File: config.mk
export PLATFORM = sky130hd
export DESIGN_NAME = shortest_path_next_hop
export DESIGN_NICKNAME = d
export VERILOG_FILES = /design/src/spnh_pkg.sv /design/src/spnh_ram.sv /design/src/spnh_alu.sv /design/src/shortest_path_next_hop.sv
export SDC_FILE = /design/constraint.sdc
export NUM_CORES = 2
export LEC_CHECK = 0
export ABC_AREA = 1
export BUFFER_PORTS_ARGS = -buffer_cell sky130_fd_sc_hd__buf_2
export CAP_MARGIN = 0
export CORE_MARGIN = 2
export CORE_UTILIZATION = 47
export CTS_CLUSTER_SIZE = 14
export DETAILED_ROUTE_END_ITERATION = 6
export SLEW_MARGIN = 5
export SYNTH_ARGS = -nofsm -noshare
export SYNTH_HDL_FRONTEND = slang
export SYNTH_SLANG_ARGS = --single-unit
File: constraint.sdc
create_clock -name clk -period 9.6 [get_ports clk]
set_input_delay 1.92 -clock clk [delete_from_list [all_inputs] [get_ports clk]]
set_output_delay 1.92 -clock clk [all_outputs]
set_load 0.02 [all_outputs]
File: src/spnh_pkg.sv
`timescale 1ns / 1ps
// ----------------------------------------------------------------------------
// spnh_pkg
// Shared constants and types for the shortest-path next-hop block.
// ----------------------------------------------------------------------------
package spnh_pkg;

  localparam int MAX_GRAPH_NODES_DEF = 16;
  localparam int WEIGHT_BITS_DEF     = 8;

  localparam int NODE_BITS  = 4;
  localparam int CFG_BITS   = 5;
  localparam int EDGE_BITS  = 8;

  localparam logic OP_WRITE = 1'b0;
  localparam logic OP_SOLVE = 1'b1;

  typedef enum logic {
    ALU_SELECT,
    ALU_RELAX
  } spnh_alu_mode_t;

endpackage

File: src/spnh_ram.sv
`timescale 1ns / 1ps
// ----------------------------------------------------------------------------
// spnh_ram
// Generic simple dual-port RAM, one write port, one registered read port.
// ----------------------------------------------------------------------------
module spnh_ram #(
  parameter int WIDTH = 8,
  parameter int DEPTH = 16
) (
  input  logic                     clk,
  input  logic                     we,
  input  logic [$clog2(DEPTH)-1:0] waddr,
  input  logic [WIDTH-1:0]         wdata,
  input  logic [$clog2(DEPTH)-1:0] raddr,
  output logic [WIDTH-1:0]         rdata
);

  logic [WIDTH-1:0] mem [DEPTH];

  always_ff @(posedge clk) begin
    if (we) begin
      mem[waddr] <= wdata;
    end
    rdata <= mem[raddr];
  end

endmodule

File: src/spnh_alu.sv
`timescale 1ns / 1ps
// ----------------------------------------------------------------------------
// spnh_alu
// Shared cost unit: path-cost adder and one magnitude comparator.
// ----------------------------------------------------------------------------
module spnh_alu #(
  parameter int COST_BITS   = 12,
  parameter int WEIGHT_BITS = 8
) (
  input  spnh_pkg::spnh_alu_mode_t mode,
  input  logic [COST_BITS-1:0]     best,
  input  logic [WEIGHT_BITS-1:0]   weight,
  input  logic [COST_BITS-1:0]     cost_rd,
  output logic [COST_BITS-1:0]     sum,
  output logic                     lt
);
  import spnh_pkg::*;

  logic [COST_BITS-1:0] cmp_a;
  logic [COST_BITS-1:0] cmp_b;

  assign sum = best + COST_BITS'(weight);

  // select: stored cost against running minimum; relax: new cost against stored
  always_comb begin
    case (mode)
      ALU_RELAX: begin
        cmp_a = sum;
        cmp_b = cost_rd;
      end
      default: begin
        cmp_a = cost_rd;
        cmp_b = best;
      end
    endcase
  end

  assign lt = (cmp_a < cmp_b);

endmodule

File: src/shortest_path_next_hop.sv
`timescale 1ns / 1ps
// ----------------------------------------------------------------------------
// shortest_path_next_hop
// Dense-matrix Dijkstra search returning the first hop towards the end node.
// ----------------------------------------------------------------------------
// Write transaction: accepted back to back, no result.
// Solve transaction: an init state, per settled node a search scan and a
// relax scan, a final search scan, a read and a check state per hop of the
// walk back and an output state; input stalled throughout.
// Reset: the weight RAM is swept to zero, one entry per cycle, over all
// MAX_GRAPH_NODES squared entries, with the input stalled; node_count = 1.
// ----------------------------------------------------------------------------
module shortest_path_next_hop #(
  parameter int MAX_GRAPH_NODES = spnh_pkg::MAX_GRAPH_NODES_DEF,
  parameter int WEIGHT_BITS     = spnh_pkg::WEIGHT_BITS_DEF
) (
  input  logic                           clk,
  input  logic                           rst,
  input  logic                           cfg_write,
  input  logic [spnh_pkg::CFG_BITS-1:0]  cfg_data,
  input  logic                           in_valid,
  output logic                           in_stall,
  input  logic                           operation,
  input  logic [spnh_pkg::NODE_BITS-1:0] row_node,
  input  logic [spnh_pkg::NODE_BITS-1:0] col_node,
  input  logic [spnh_pkg::EDGE_BITS-1:0] edge_weight,
  input  logic [spnh_pkg::NODE_BITS-1:0] start_node,
  input  logic [spnh_pkg::NODE_BITS-1:0] end_node,
  output logic                           out_valid,
  input  logic                           out_stall,
  output logic [spnh_pkg::NODE_BITS-1:0] next_node,
  output logic                           no_path
);
  import spnh_pkg::*;

  localparam int IDXW   = $clog2(MAX_GRAPH_NODES);
  localparam int CNTW   = $clog2(MAX_GRAPH_NODES + 1);
  localparam int CMPW   = (CNTW > CFG_BITS) ? CNTW : CFG_BITS;
  localparam int DEPTH  = MAX_GRAPH_NODES * MAX_GRAPH_NODES;
  localparam int ADDRW  = $clog2(DEPTH);
  localparam int COSTW  = WEIGHT_BITS + IDXW;

  localparam logic [CMPW-1:0]  MAXV      = CMPW'(MAX_GRAPH_NODES);
  localparam logic [ADDRW-1:0] ROW_PITCH = ADDRW'(MAX_GRAPH_NODES);
  localparam logic [ADDRW-1:0] CLR_LAST  = ADDRW'(DEPTH - 1);

  typedef enum logic [3:0] {
    ST_CLEAR,
    ST_IDLE,
    ST_INIT,
    ST_SELECT,
    ST_SEL_WAIT,
    ST_SEL_DONE,
    ST_RELAX,
    ST_RLX_WAIT,
    ST_WALK_RD,
    ST_WALK_CHK,
    ST_OUT
  } state_t;

  state_t                     state;
  logic [CFG_BITS-1:0]        node_count;
  logic [ADDRW-1:0]           clr;
  logic [CNTW-1:0]            n_eff;
  logic [IDXW-1:0]            start_n;
  logic [IDXW-1:0]            end_n;
  logic [IDXW-1:0]            idx;
  logic                       p_valid;
  logic [IDXW-1:0]            p_idx;
  logic                       found;
  logic [COSTW-1:0]           best;
  logic [IDXW-1:0]            u;
  logic [MAX_GRAPH_NODES-1:0] done_v;
  logic [MAX_GRAPH_NODES-1:0] reach_v;
  logic [IDXW-1:0]            cur;
  logic [NODE_BITS-1:0]       res_node;
  logic                       res_np;

  logic                 accept;
  logic                 idx_last;
  logic [CMPW-1:0]      cnt_ext;
  logic [CMPW-1:0]      n_calc;
  logic [CMPW-1:0]      s_ext;
  logic [CMPW-1:0]      e_ext;
  logic [IDXW-1:0]      start_c;
  logic [IDXW-1:0]      end_c;
  logic                 wr_in_range;
  spnh_alu_mode_t       alu_mode;
  logic [COSTW-1:0]     sum;
  logic                 lt;
  logic                 sel_ok;
  logic                 relax_ok;
  logic                 relax_stage;

  logic                 wt_we;
  logic [ADDRW-1:0]     wt_waddr;
  logic [WEIGHT_BITS-1:0] wt_wdata;
  logic [ADDRW-1:0]     wt_raddr;
  logic [WEIGHT_BITS-1:0] wt_rdata;
  logic                 cost_we;
  logic [IDXW-1:0]      cost_waddr;
  logic [COSTW-1:0]     cost_wdata;
  logic [COSTW-1:0]     cost_rdata;
  logic                 pred_we;
  logic [IDXW-1:0]      pred_rdata;

  assign in_stall = (state != ST_IDLE);
  assign accept   = in_valid && !in_stall;
  assign idx_last = (CNTW'(idx) == n_eff - CNTW'(1));

  // effective node count and index clamping
  always_comb begin
    cnt_ext = CMPW'(node_count);
    if (cnt_ext == '0) begin
      n_calc = CMPW'(1);
    end else if (cnt_ext > MAXV) begin
      n_calc = MAXV;
    end else begin
      n_calc = cnt_ext;
    end
    s_ext   = CMPW'(start_node);
    e_ext   = CMPW'(end_node);
    start_c = (s_ext >= n_calc) ? IDXW'(n_calc - CMPW'(1)) : IDXW'(s_ext);
    end_c   = (e_ext >= n_calc) ? IDXW'(n_calc - CMPW'(1)) : IDXW'(e_ext);
  end

  assign wr_in_range = (CMPW'(row_node) < MAXV) && (CMPW'(col_node) < MAXV);

  assign alu_mode = ((state == ST_RELAX) || (state == ST_RLX_WAIT)) ? ALU_RELAX
                                                                     : ALU_SELECT;

  spnh_alu #(
    .COST_BITS   (COSTW),
    .WEIGHT_BITS (WEIGHT_BITS)
  ) u_alu (
    .mode    (alu_mode),
    .best    (best),
    .weight  (wt_rdata),
    .cost_rd (cost_rdata),
    .sum     (sum),
    .lt      (lt)
  );

  assign sel_ok      = !done_v[p_idx] && reach_v[p_idx] && (!found || lt);
  assign relax_ok    = !done_v[p_idx] && (wt_rdata != '0) && (!reach_v[p_idx] || lt);
  assign relax_stage = p_valid && (alu_mode == ALU_RELAX);

  // RAM port control
  always_comb begin
    if (state == ST_CLEAR) begin
      wt_we    = 1'b1;
      wt_waddr = clr;
      wt_wdata = '0;
    end else begin
      wt_we    = accept && (operation == OP_WRITE) && wr_in_range;
      wt_waddr = ADDRW'(row_node) * ROW_PITCH + ADDRW'(col_node);
      wt_wdata = WEIGHT_BITS'(edge_weight);
    end
    wt_raddr = ADDRW'(u) * ROW_PITCH + ADDRW'(idx);

    if (state == ST_INIT) begin
      cost_we    = 1'b1;
      cost_waddr = start_n;
      cost_wdata = '0;
    end else begin
      cost_we    = relax_stage && relax_ok;
      cost_waddr = p_idx;
      cost_wdata = sum;
    end
    pred_we = relax_stage && relax_ok;
  end

  spnh_ram #(.WIDTH(WEIGHT_BITS), .DEPTH(DEPTH)) u_weight_ram (
    .clk   (clk),
    .we    (wt_we),
    .waddr (wt_waddr),
    .wdata (wt_wdata),
    .raddr (wt_raddr),
    .rdata (wt_rdata)
  );

  spnh_ram #(.WIDTH(COSTW), .DEPTH(MAX_GRAPH_NODES)) u_cost_ram (
    .clk   (clk),
    .we    (cost_we),
    .waddr (cost_waddr),
    .wdata (cost_wdata),
    .raddr (idx),
    .rdata (cost_rdata)
  );

  spnh_ram #(.WIDTH(IDXW), .DEPTH(MAX_GRAPH_NODES)) u_pred_ram (
    .clk   (clk),
    .we    (pred_we),
    .waddr (p_idx),
    .wdata (u),
    .raddr (cur),
    .rdata (pred_rdata)
  );

  always_ff @(posedge clk) begin
    if (rst) begin
      state      <= ST_CLEAR;
      clr        <= '0;
      node_count <= CFG_BITS'(1);
      out_valid  <= 1'b0;
      p_valid    <= 1'b0;
    end else begin
      if (cfg_write) begin
        node_count <= cfg_data;
      end

      // read-data stage of the scan pipeline
      p_valid <= (state == ST_SELECT) || (state == ST_RELAX);
      p_idx   <= idx;
      if (p_valid && (alu_mode == ALU_SELECT) && sel_ok) begin
        found <= 1'b1;
        best  <= cost_rdata;
        u     <= p_idx;
      end
      if (relax_stage && relax_ok) begin
        reach_v[p_idx] <= 1'b1;
      end

      if (out_valid && !out_stall && (state != ST_OUT)) begin
        out_valid <= 1'b0;
      end

      case (state)
        ST_CLEAR: begin
          clr <= clr + ADDRW'(1);
          if (clr == CLR_LAST) begin
            state <= ST_IDLE;
          end
        end
        ST_IDLE: begin
          if (accept && (operation == OP_SOLVE)) begin
            n_eff   <= CNTW'(n_calc);
            start_n <= start_c;
            end_n   <= end_c;
            state   <= ST_INIT;
          end
        end
        ST_INIT: begin
          done_v  <= '0;
          reach_v <= MAX_GRAPH_NODES'(1) << start_n;
          idx     <= '0;
          found   <= 1'b0;
          state   <= ST_SELECT;
        end
        ST_SELECT: begin
          if (idx_last) begin
            state <= ST_SEL_WAIT;
          end else begin
            idx <= idx + IDXW'(1);
          end
        end
        ST_SEL_WAIT: begin
          state <= ST_SEL_DONE;
        end
        ST_SEL_DONE: begin
          if (found) begin
            done_v[u] <= 1'b1;
            idx       <= '0;
            state     <= ST_RELAX;
          end else if (!reach_v[end_n] || (end_n == start_n)) begin
            res_node <= NODE_BITS'(end_n);
            res_np   <= 1'b1;
            state    <= ST_OUT;
          end else begin
            cur   <= end_n;
            state <= ST_WALK_RD;
          end
        end
        ST_RELAX: begin
          if (idx_last) begin
            state <= ST_RLX_WAIT;
          end else begin
            idx <= idx + IDXW'(1);
          end
        end
        ST_RLX_WAIT: begin
          idx   <= '0;
          found <= 1'b0;
          state <= ST_SELECT;
        end
        ST_WALK_RD: begin
          state <= ST_WALK_CHK;
        end
        ST_WALK_CHK: begin
          if (pred_rdata == start_n) begin
            res_node <= NODE_BITS'(cur);
            res_np   <= 1'b0;
            state    <= ST_OUT;
          end else begin
            cur   <= pred_rdata;
            state <= ST_WALK_RD;
          end
        end
        ST_OUT: begin
          if (!out_valid || !out_stall) begin
            out_valid <= 1'b1;
            next_node <= res_node;
            no_path   <= res_np;
            state     <= ST_IDLE;
          end
        end
        default: begin
          state <= ST_IDLE;
        end
      endcase
    end
  end

endmodule

=== Word-level counts from Yosys, hierarchy flattened ===
Memories as Yosys holds them, arrays and structs flattened. A register that Yosys moved wholly into a read port is not among the register bits.
Cells that the tools add are included.

* Bits in registers: 103
* RAM bits: 2304
* Input bits: 35
* Word-level logic and storage cells: 182
* Memories kept: 3

* $add $sub $neg: 7
* $lt $le $gt $ge: 9
* Equality and inequality tests: 28
* Shifts and indexed selects: 1
* Multiplexer cells: 61
* Bitwise operators: 5
* Reduce and logical (&&, ||, !) cells: 48

{| class="wikitable"
|+ Memories
! name !! depth !! bits a word !! read ports !! clocked after Yosys merged registers in !! wr ports !! line !! RTL
|-
| u_weight_ram.mem || 256 || 8 || 1 || 1 || 1 || spnh_ram.sv:18 || <nowiki>logic [WIDTH-1:0] mem [DEPTH];</nowiki>
|-
| u_cost_ram.mem || 16 || 12 || 1 || 1 || 1 || spnh_ram.sv:18 ||
|-
| u_pred_ram.mem || 16 || 4 || 1 || 1 || 1 || spnh_ram.sv:18 ||
|}

{| class="wikitable"
|+ Operators with widths
! cell !! count
|-
| 4-bit two-way mux || 17
|-
| 16-bit two-way mux || 3
|-
| 4-bit case mux with 10 select lines || 1
|-
| 12-bit two-way mux || 3
|-
| 16-bit bitwise OR || 2
|-
| 16-bit case mux with 2 select lines || 1
|-
| 2-bit != test (second input constant) || 11
|-
| 1-bit two-way mux || 21
|-
| 8-bit by 4-bit adder with 8-bit output || 2
|-
| 4-bit by 3-bit equality test with 1-bit output (second input constant) || 4
|-
| 8-bit two-way mux || 2
|-
| 4-bit case mux with 2 select lines || 2
|-
| 1-bit by 4-bit left shift with 16-bit output (first input constant) || 1
|-
| 1-bit logical AND || 15
|-
| 4-bit by 5-bit less-than comparator with 1-bit output (second input constant) || 3
|-
| 5-bit AND reduction || 3
|-
| 12-bit by 8-bit adder with 12-bit output || 1
|-
| 1-bit binary-select mux with 4-bit select || 3
|-
| 4-bit equality test (second input constant) || 3
|-
| 12-bit less-than comparator || 1
|-
| 4-bit case mux with 3 select lines || 1
|-
| 4-bit by 5-bit >= comparator with 1-bit output || 2
|-
| 5-bit two-way mux || 2
|-
| 3-bit AND reduction || 3
|-
| other kinds (28) || 52
|}

=== Longest topological paths before layout ===
* Depth in word-level cells: 11
* Gate-level depth with buffers: 20
* Gate-level depth less buffers: 19

=== Hierarchy ===
Synthesis repeated with hierarchy kept, for this count alone.

* Cell total of the unflattened synthesis: 8974
* Area total of the unflattened synthesis: 101631.2 sq um

{| class="wikitable"
|+ By module, submodules not included
! module !! instances !! cells an instance !! area each (sq um) !! seq. area each (sq um)
|-
| spnh_ram at u_weight_ram || 1 || 7003 || 83396.2 || 61659.1
|-
| spnh_ram at u_cost_ram || 1 || 813 || 8562.0 || 6005.8
|-
| shortest_path_next_hop || 1 || 670 || 5570.3 || 2902.8
|-
| spnh_ram at u_pred_ram || 1 || 290 || 2966.6 || 2001.9
|-
| spnh_alu || 1 || 198 || 1136.1 || 0.0
|}

=== Least setup slack after synthesis ===
OpenSTA, ideal clock, no wires.

* Path type: input to register
* From: input edge_weight[0] (netlist name)
* To: memory u_weight_ram.mem[0][0] (data pin)
* Library setup time: 1.393 ns
* Arrival time: 7.802 ns
* Slack: 0.405 ns
* Cell stages on the path: 2
* Path through: inv_1 > nor2_1

* Word-level cells in the longest chain between the ends: 1

{| class="wikitable"
|+ Ends and longest elaborated chain
! item !! line !! RTL
|-
| start, declared || shortest_path_next_hop.sv:26 || <nowiki>input logic [spnh_pkg::EDGE_BITS-1:0] edge_weight,</nowiki>
|-
| 8-bit two-way mux || shortest_path_next_hop.sv:150 || <nowiki>if (state == ST_CLEAR) begin</nowiki>
|-
| named net u_weight_ram.wdata[0] || spnh_ram.sv:13 || <nowiki>input logic [WIDTH-1:0] wdata,</nowiki>
|-
| end, declared || spnh_ram.sv:18 ||
|}

The timed path passes the listed nets, and every way through them passes these cells.

=== Worst setup path after layout ===
* From: register best[0]
* To: memory u_pred_ram.mem[4][0] (netlist name) (enable)

* Word-level cells in the longest chain between the ends: 8
* Elaborated cells on any way between the ends: 9
* Classes of those cells: add/sub (1); order compare (1); mux (4); reduce/logical (3)

{| class="wikitable"
|+ Ends and longest elaborated chain
! item !! line !! RTL
|-
| start, declared || shortest_path_next_hop.sv:71 || <nowiki>logic [COSTW-1:0] best;</nowiki>
|-
| start signal, assigned || shortest_path_next_hop.sv:217 || <nowiki>best <= cost_rdata;</nowiki>
|-
| 12-bit by 8-bit adder with 12-bit output || spnh_alu.sv:22 || <nowiki>assign sum = best + COST_BITS'(weight);</nowiki>
|-
| 12-bit two-way mux || spnh_alu.sv:26 || <nowiki>case (mode)</nowiki>
|-
| 12-bit less-than comparator * || spnh_alu.sv:38 || <nowiki>assign lt = (cmp_a < cmp_b);</nowiki>
|-
| 1-bit logical OR * || shortest_path_next_hop.sv:145 || <nowiki>assign relax_ok = !done_v[p_idx] && (wt_rdata != '0) && (!reach_v[p_idx] || lt);</nowiki>
|-
| 1-bit logical AND * || shortest_path_next_hop.sv:145 ||
|-
| 1-bit logical AND * || shortest_path_next_hop.sv:170 || <nowiki>pred_we = relax_stage && relax_ok;</nowiki>
|-
| 1-bit two-way mux * || spnh_ram.sv:21 || <nowiki>if (we) begin</nowiki>
|-
| 1-bit two-way mux (implied by the code) * || spnh_ram.sv:22 || <nowiki>mem[waddr] <= wdata;</nowiki>
|-
| end, declared || spnh_ram.sv:18 ||
|}

Every way passes the cells marked *; elsewhere a longest branch is shown, timed or not.

==> flow_summary.toml <==
[logic_synthesis]
netlist_area_mm2 = 0.1023
yosysMostFrequentCell = "edfxtp_1"
synth_seq_cells = 2431
synth_top_cell_by_area = "edfxtp_1"
synthArstFlopShare = 0
ys_top_cells_by_count = "edfxtp_1 (2388), nand2_1 (2090), nor2_1 (1591)"
yosys_most_used_dff = "edfxtp_1"
syn_inst = 9155
synth_edf_count = 2388
syn_nets = 9222
yosysUniqueCellTypes = 54
synthTopCellsByArea = "edfxtp_1 (70%), nand2_1 (7.7%), nor2_1 (5.8%)"
synth_seq_area_share = 0.7092
yosys_warnings = 0
yosys.area.top_type_share = 0.7008
syn_avg_cell_area_um2 = 11.18

[clocking]
clk_latency_ns = 0.89
ctsLongestPathBuffers = 3
cts_tree = "built"
root_buffer = "clkbuf_16"
hold_buffers = 0
cts_setup_buffers = 0
clk_pin_slew_ns = 0.06
cts_made_buffers = 240
cts_sinks = 2431
htreeDepth = 4
cts_resized = 0

[worst_setup_path]
cp-start-kind = "flop"
r2r_cells = 19
r2r-end = "u_pred_ram.mem[4][0]$_DFFE_PP_"
slowest_stage = "nor3_1"
crit_type = "flop to flop"
worstSetupStartpoint = "best[0]$_DFFE_PP_"
crit_chain = "ha_1 -> fa_1 -> a21oi_1 -> o21ai_0 -> nand4_1 -> nand2_1 -> nand3_1 -> xor2_1 -> o21ai_0 -> ha_1 -> nand2_1 -> inv_1 -> nand3_1 -> inv_1 -> a21oi_1 -> nand2_1 -> nand2_1 -> nand2_1 -> nor3_1"
arrival_ns = 5.26
critPathCapture = "u_pred_ram.mem[4][0]$_DFFE_PP_"
path_max_fanout = 33
crit_cells = 19
r2r_start = "best[0]$_DFFE_PP_"
rrSetupSlack_ns = 4.85
required_ns = 10.11
worstSetupEndpointType = "flop"
cp_common_cell = "nand2_1"
max_stage_delay_ns = 0.80
worst-path-buf-inv = 2
critPathTopFamily = "simple AND/OR/NAND/NOR gates"

[die]
dieWidth_um = 470.6
die_h_um = 470.6
core_area_mm2 = 0.2167
dieArea_mm2 = 0.2215
io_pins = 42
initial_utilization = 0.4721
rows = 171

[place]
preCtsSetupSlack_ns = 4.939
gp_congestion = 0.8622
placed_area_mm2 = 0.1048
dp_hpwl_mm = 160.1
portBuffers = 41

[final_layout]
register_area_mm2 = 0.07257
fillers = 18701
stdcell_area_mm2 = 0.1126
nNetsFinal = 9083
diodes = 0
layout-drive-gt1-share = 0.06814
multiInputGateArea_mm2 = 0.02579
syn_to_final_growth_pct = 9.993

[grt]
antenna_found_initial = 5
grt_pass1_wl_mm = 420.3
grt_pass1_vias = 64648
grt_max_degree = 171
track_usage = 0.2515
overflow = 0

[routing]
via_per_inst = 5.625
drcViolationCount = 0
dr_total_vias = 67973
first_pass_iters = 6
drt_iter0_markers = 8160
wl_per_cell_um = 23.50
final_antenna_net_count = 0
drt_wl_total_mm = 284.0

[status]
status = "complete, no violations"

[power_and_ir_drop]
power-per-cell-area_mw_per_mm2 = 207.2
cellLeakagePower_nw = 40.47
ir_drop_mv = 0.1479

[timing]
rsz0062_at_grt = "false"
drv_slew = 0
post-route-period-util = 0.4950
tightest_slew_ns = 1.253
fin_ws_ns = 4.848
setup_violations = 0
finalSetupTns_ns = 0
hold_viol_final = 0
slew_headroom = 0.1625
fin_crit_ns = 4.752
timing.fmax_mhz = 210.4
skew_ns = 0.05217

[hold_path]
hp-class = "flop to flop"

[flow_run]
max_cap_violations = 0
[routing by layer]
layer | GRT usage | wire length, um | up-vias
li1 | - | - | 31262
met2 | 0.3913 | 130600 | 2807
met3 | 0.04113 | 22760 | 449
met1 | 0.3607 | 121600 | 33451
met4 | 0.08430 | 9066 | 4
met5 | 0 | 14 | -
[sequential cells by signal, indices dropped and copies added, names as in the netlist, 5 cells and up]
name and cells:
done_v 16, u_pred_ram.mem 64, cnt_ext 5, clr 8, u_cost_ram.mem 192, reach_v 16, u_cost_ram.rdata 12, best 12
u_weight_ram.mem 2048, n_eff 5, u_weight_ram.rdata 8
[worst min path at each step]
stage	from	endpoint	depth (start not counted)
final	res_np$_DFFE_PP_	no_path$_DFFE_PP_	0
after global routing	res_np$_DFFE_PP_	no_path$_DFFE_PP_	0
after CTS	res_np$_DFFE_PP_	no_path$_DFFE_PP_	0
after detailed placement	res_np$_DFFE_PP_	no_path$_DFFE_PP_	0
after global placement	res_np$_DFFE_PP_	no_path$_DFFE_PP_	0
after floorplan	res_node[0]$_DFFE_PP_	next_node[0]$_DFFE_PP_	0
[worst reg2reg max path: stages (launching register included)]
cell and delay [ns]:
edfxtp_1 0.40, ha_1 0.25, fa_1 0.41, a21oi_1 0.16
o21ai_0 0.17, nand4_1 0.12, nand2_1 0.11, nand3_1 0.11
xor2_1 0.17, o21ai_0 0.12, ha_1 0.30, nand2_1 0.07
inv_1 0.05, nand3_1 0.10, inv_1 0.05, a21oi_1 0.14
nand2_1 0.09, nand2_1 0.06, nand2_1 0.70, nor3_1 0.81
[cells by family after synthesis]
| logic type | Yosys count | share of synthesized area |
|---|---|---|
| compound gates | 1058 | 0.05754 |
| simple gates | 4649 | 0.1867 |
| xor+xnor | 21 | 0.001797 |
| buf+inv | 953 | 0.03964 |
| mux | 11 | 0.001125 |
| fa+ha+maj | 32 | 0.003986 |
| flops | 2431 | 0.7092 |
[stage by stage]
| step | power, mW | instances | util | hold slack, ns |
|---|---|---|---|---|
| after floorplan | 13.50 | 9155 | - | 0.4003 |
| after global placement | 14.21 | 11628 | 0.4836 | 0.4061 |
| after detailed placement | 14.24 | 11628 | 0.4836 | 0.4093 |
| after CTS | 23.42 | 12085 | 0.5193 | 0.4238 |
| after global routing | 23.92 | 12085 | 0.5193 | 0.4232 |
| final | 23.32 | 12085 | 0.5193 | 0.4218 |
[cells in the final DEF (no fill, tap or decap), types with 20 or more instances in the layout]
cell type     n
nor2_1     1581
a21oi_1      61
o21ai_0     790
dfxtp_1      43
bufinv_16    21
inv_1       397
clkbuf_16   241
o221ai_1     41
nor2_4       20
nand2_1    2087
buf_4       100
nand2_4      25
o211ai_1    101
clkinv_1     55
nor3_1       25
buf_2        41
o22ai_1      36
ha_1         31
clkbuf_1     55
nand3_1     842
clkinv_2     60
nor2_2       25
edfxtp_1   2388
[power breakdown]
part	switching [mW]	total [mW]	internal, mW
clock	4.07	9.29	5.21
combinational	1.56	1.79	0.235
sequential	0.0398	12.2	12.2
total	5.67	23.3	17.6
[final cells by class]
type	instances	area share
inverters	415	0.01426
clock buffers	300	0.05591
multi-input cells	5771	0.2291
clock inverters	157	0.01288
flip-flops and latches	2431	0.6448
well taps	2854	0.03173
repair buffers	157	0.01134
No activity file was read; power rests on OpenSTA's default activity.
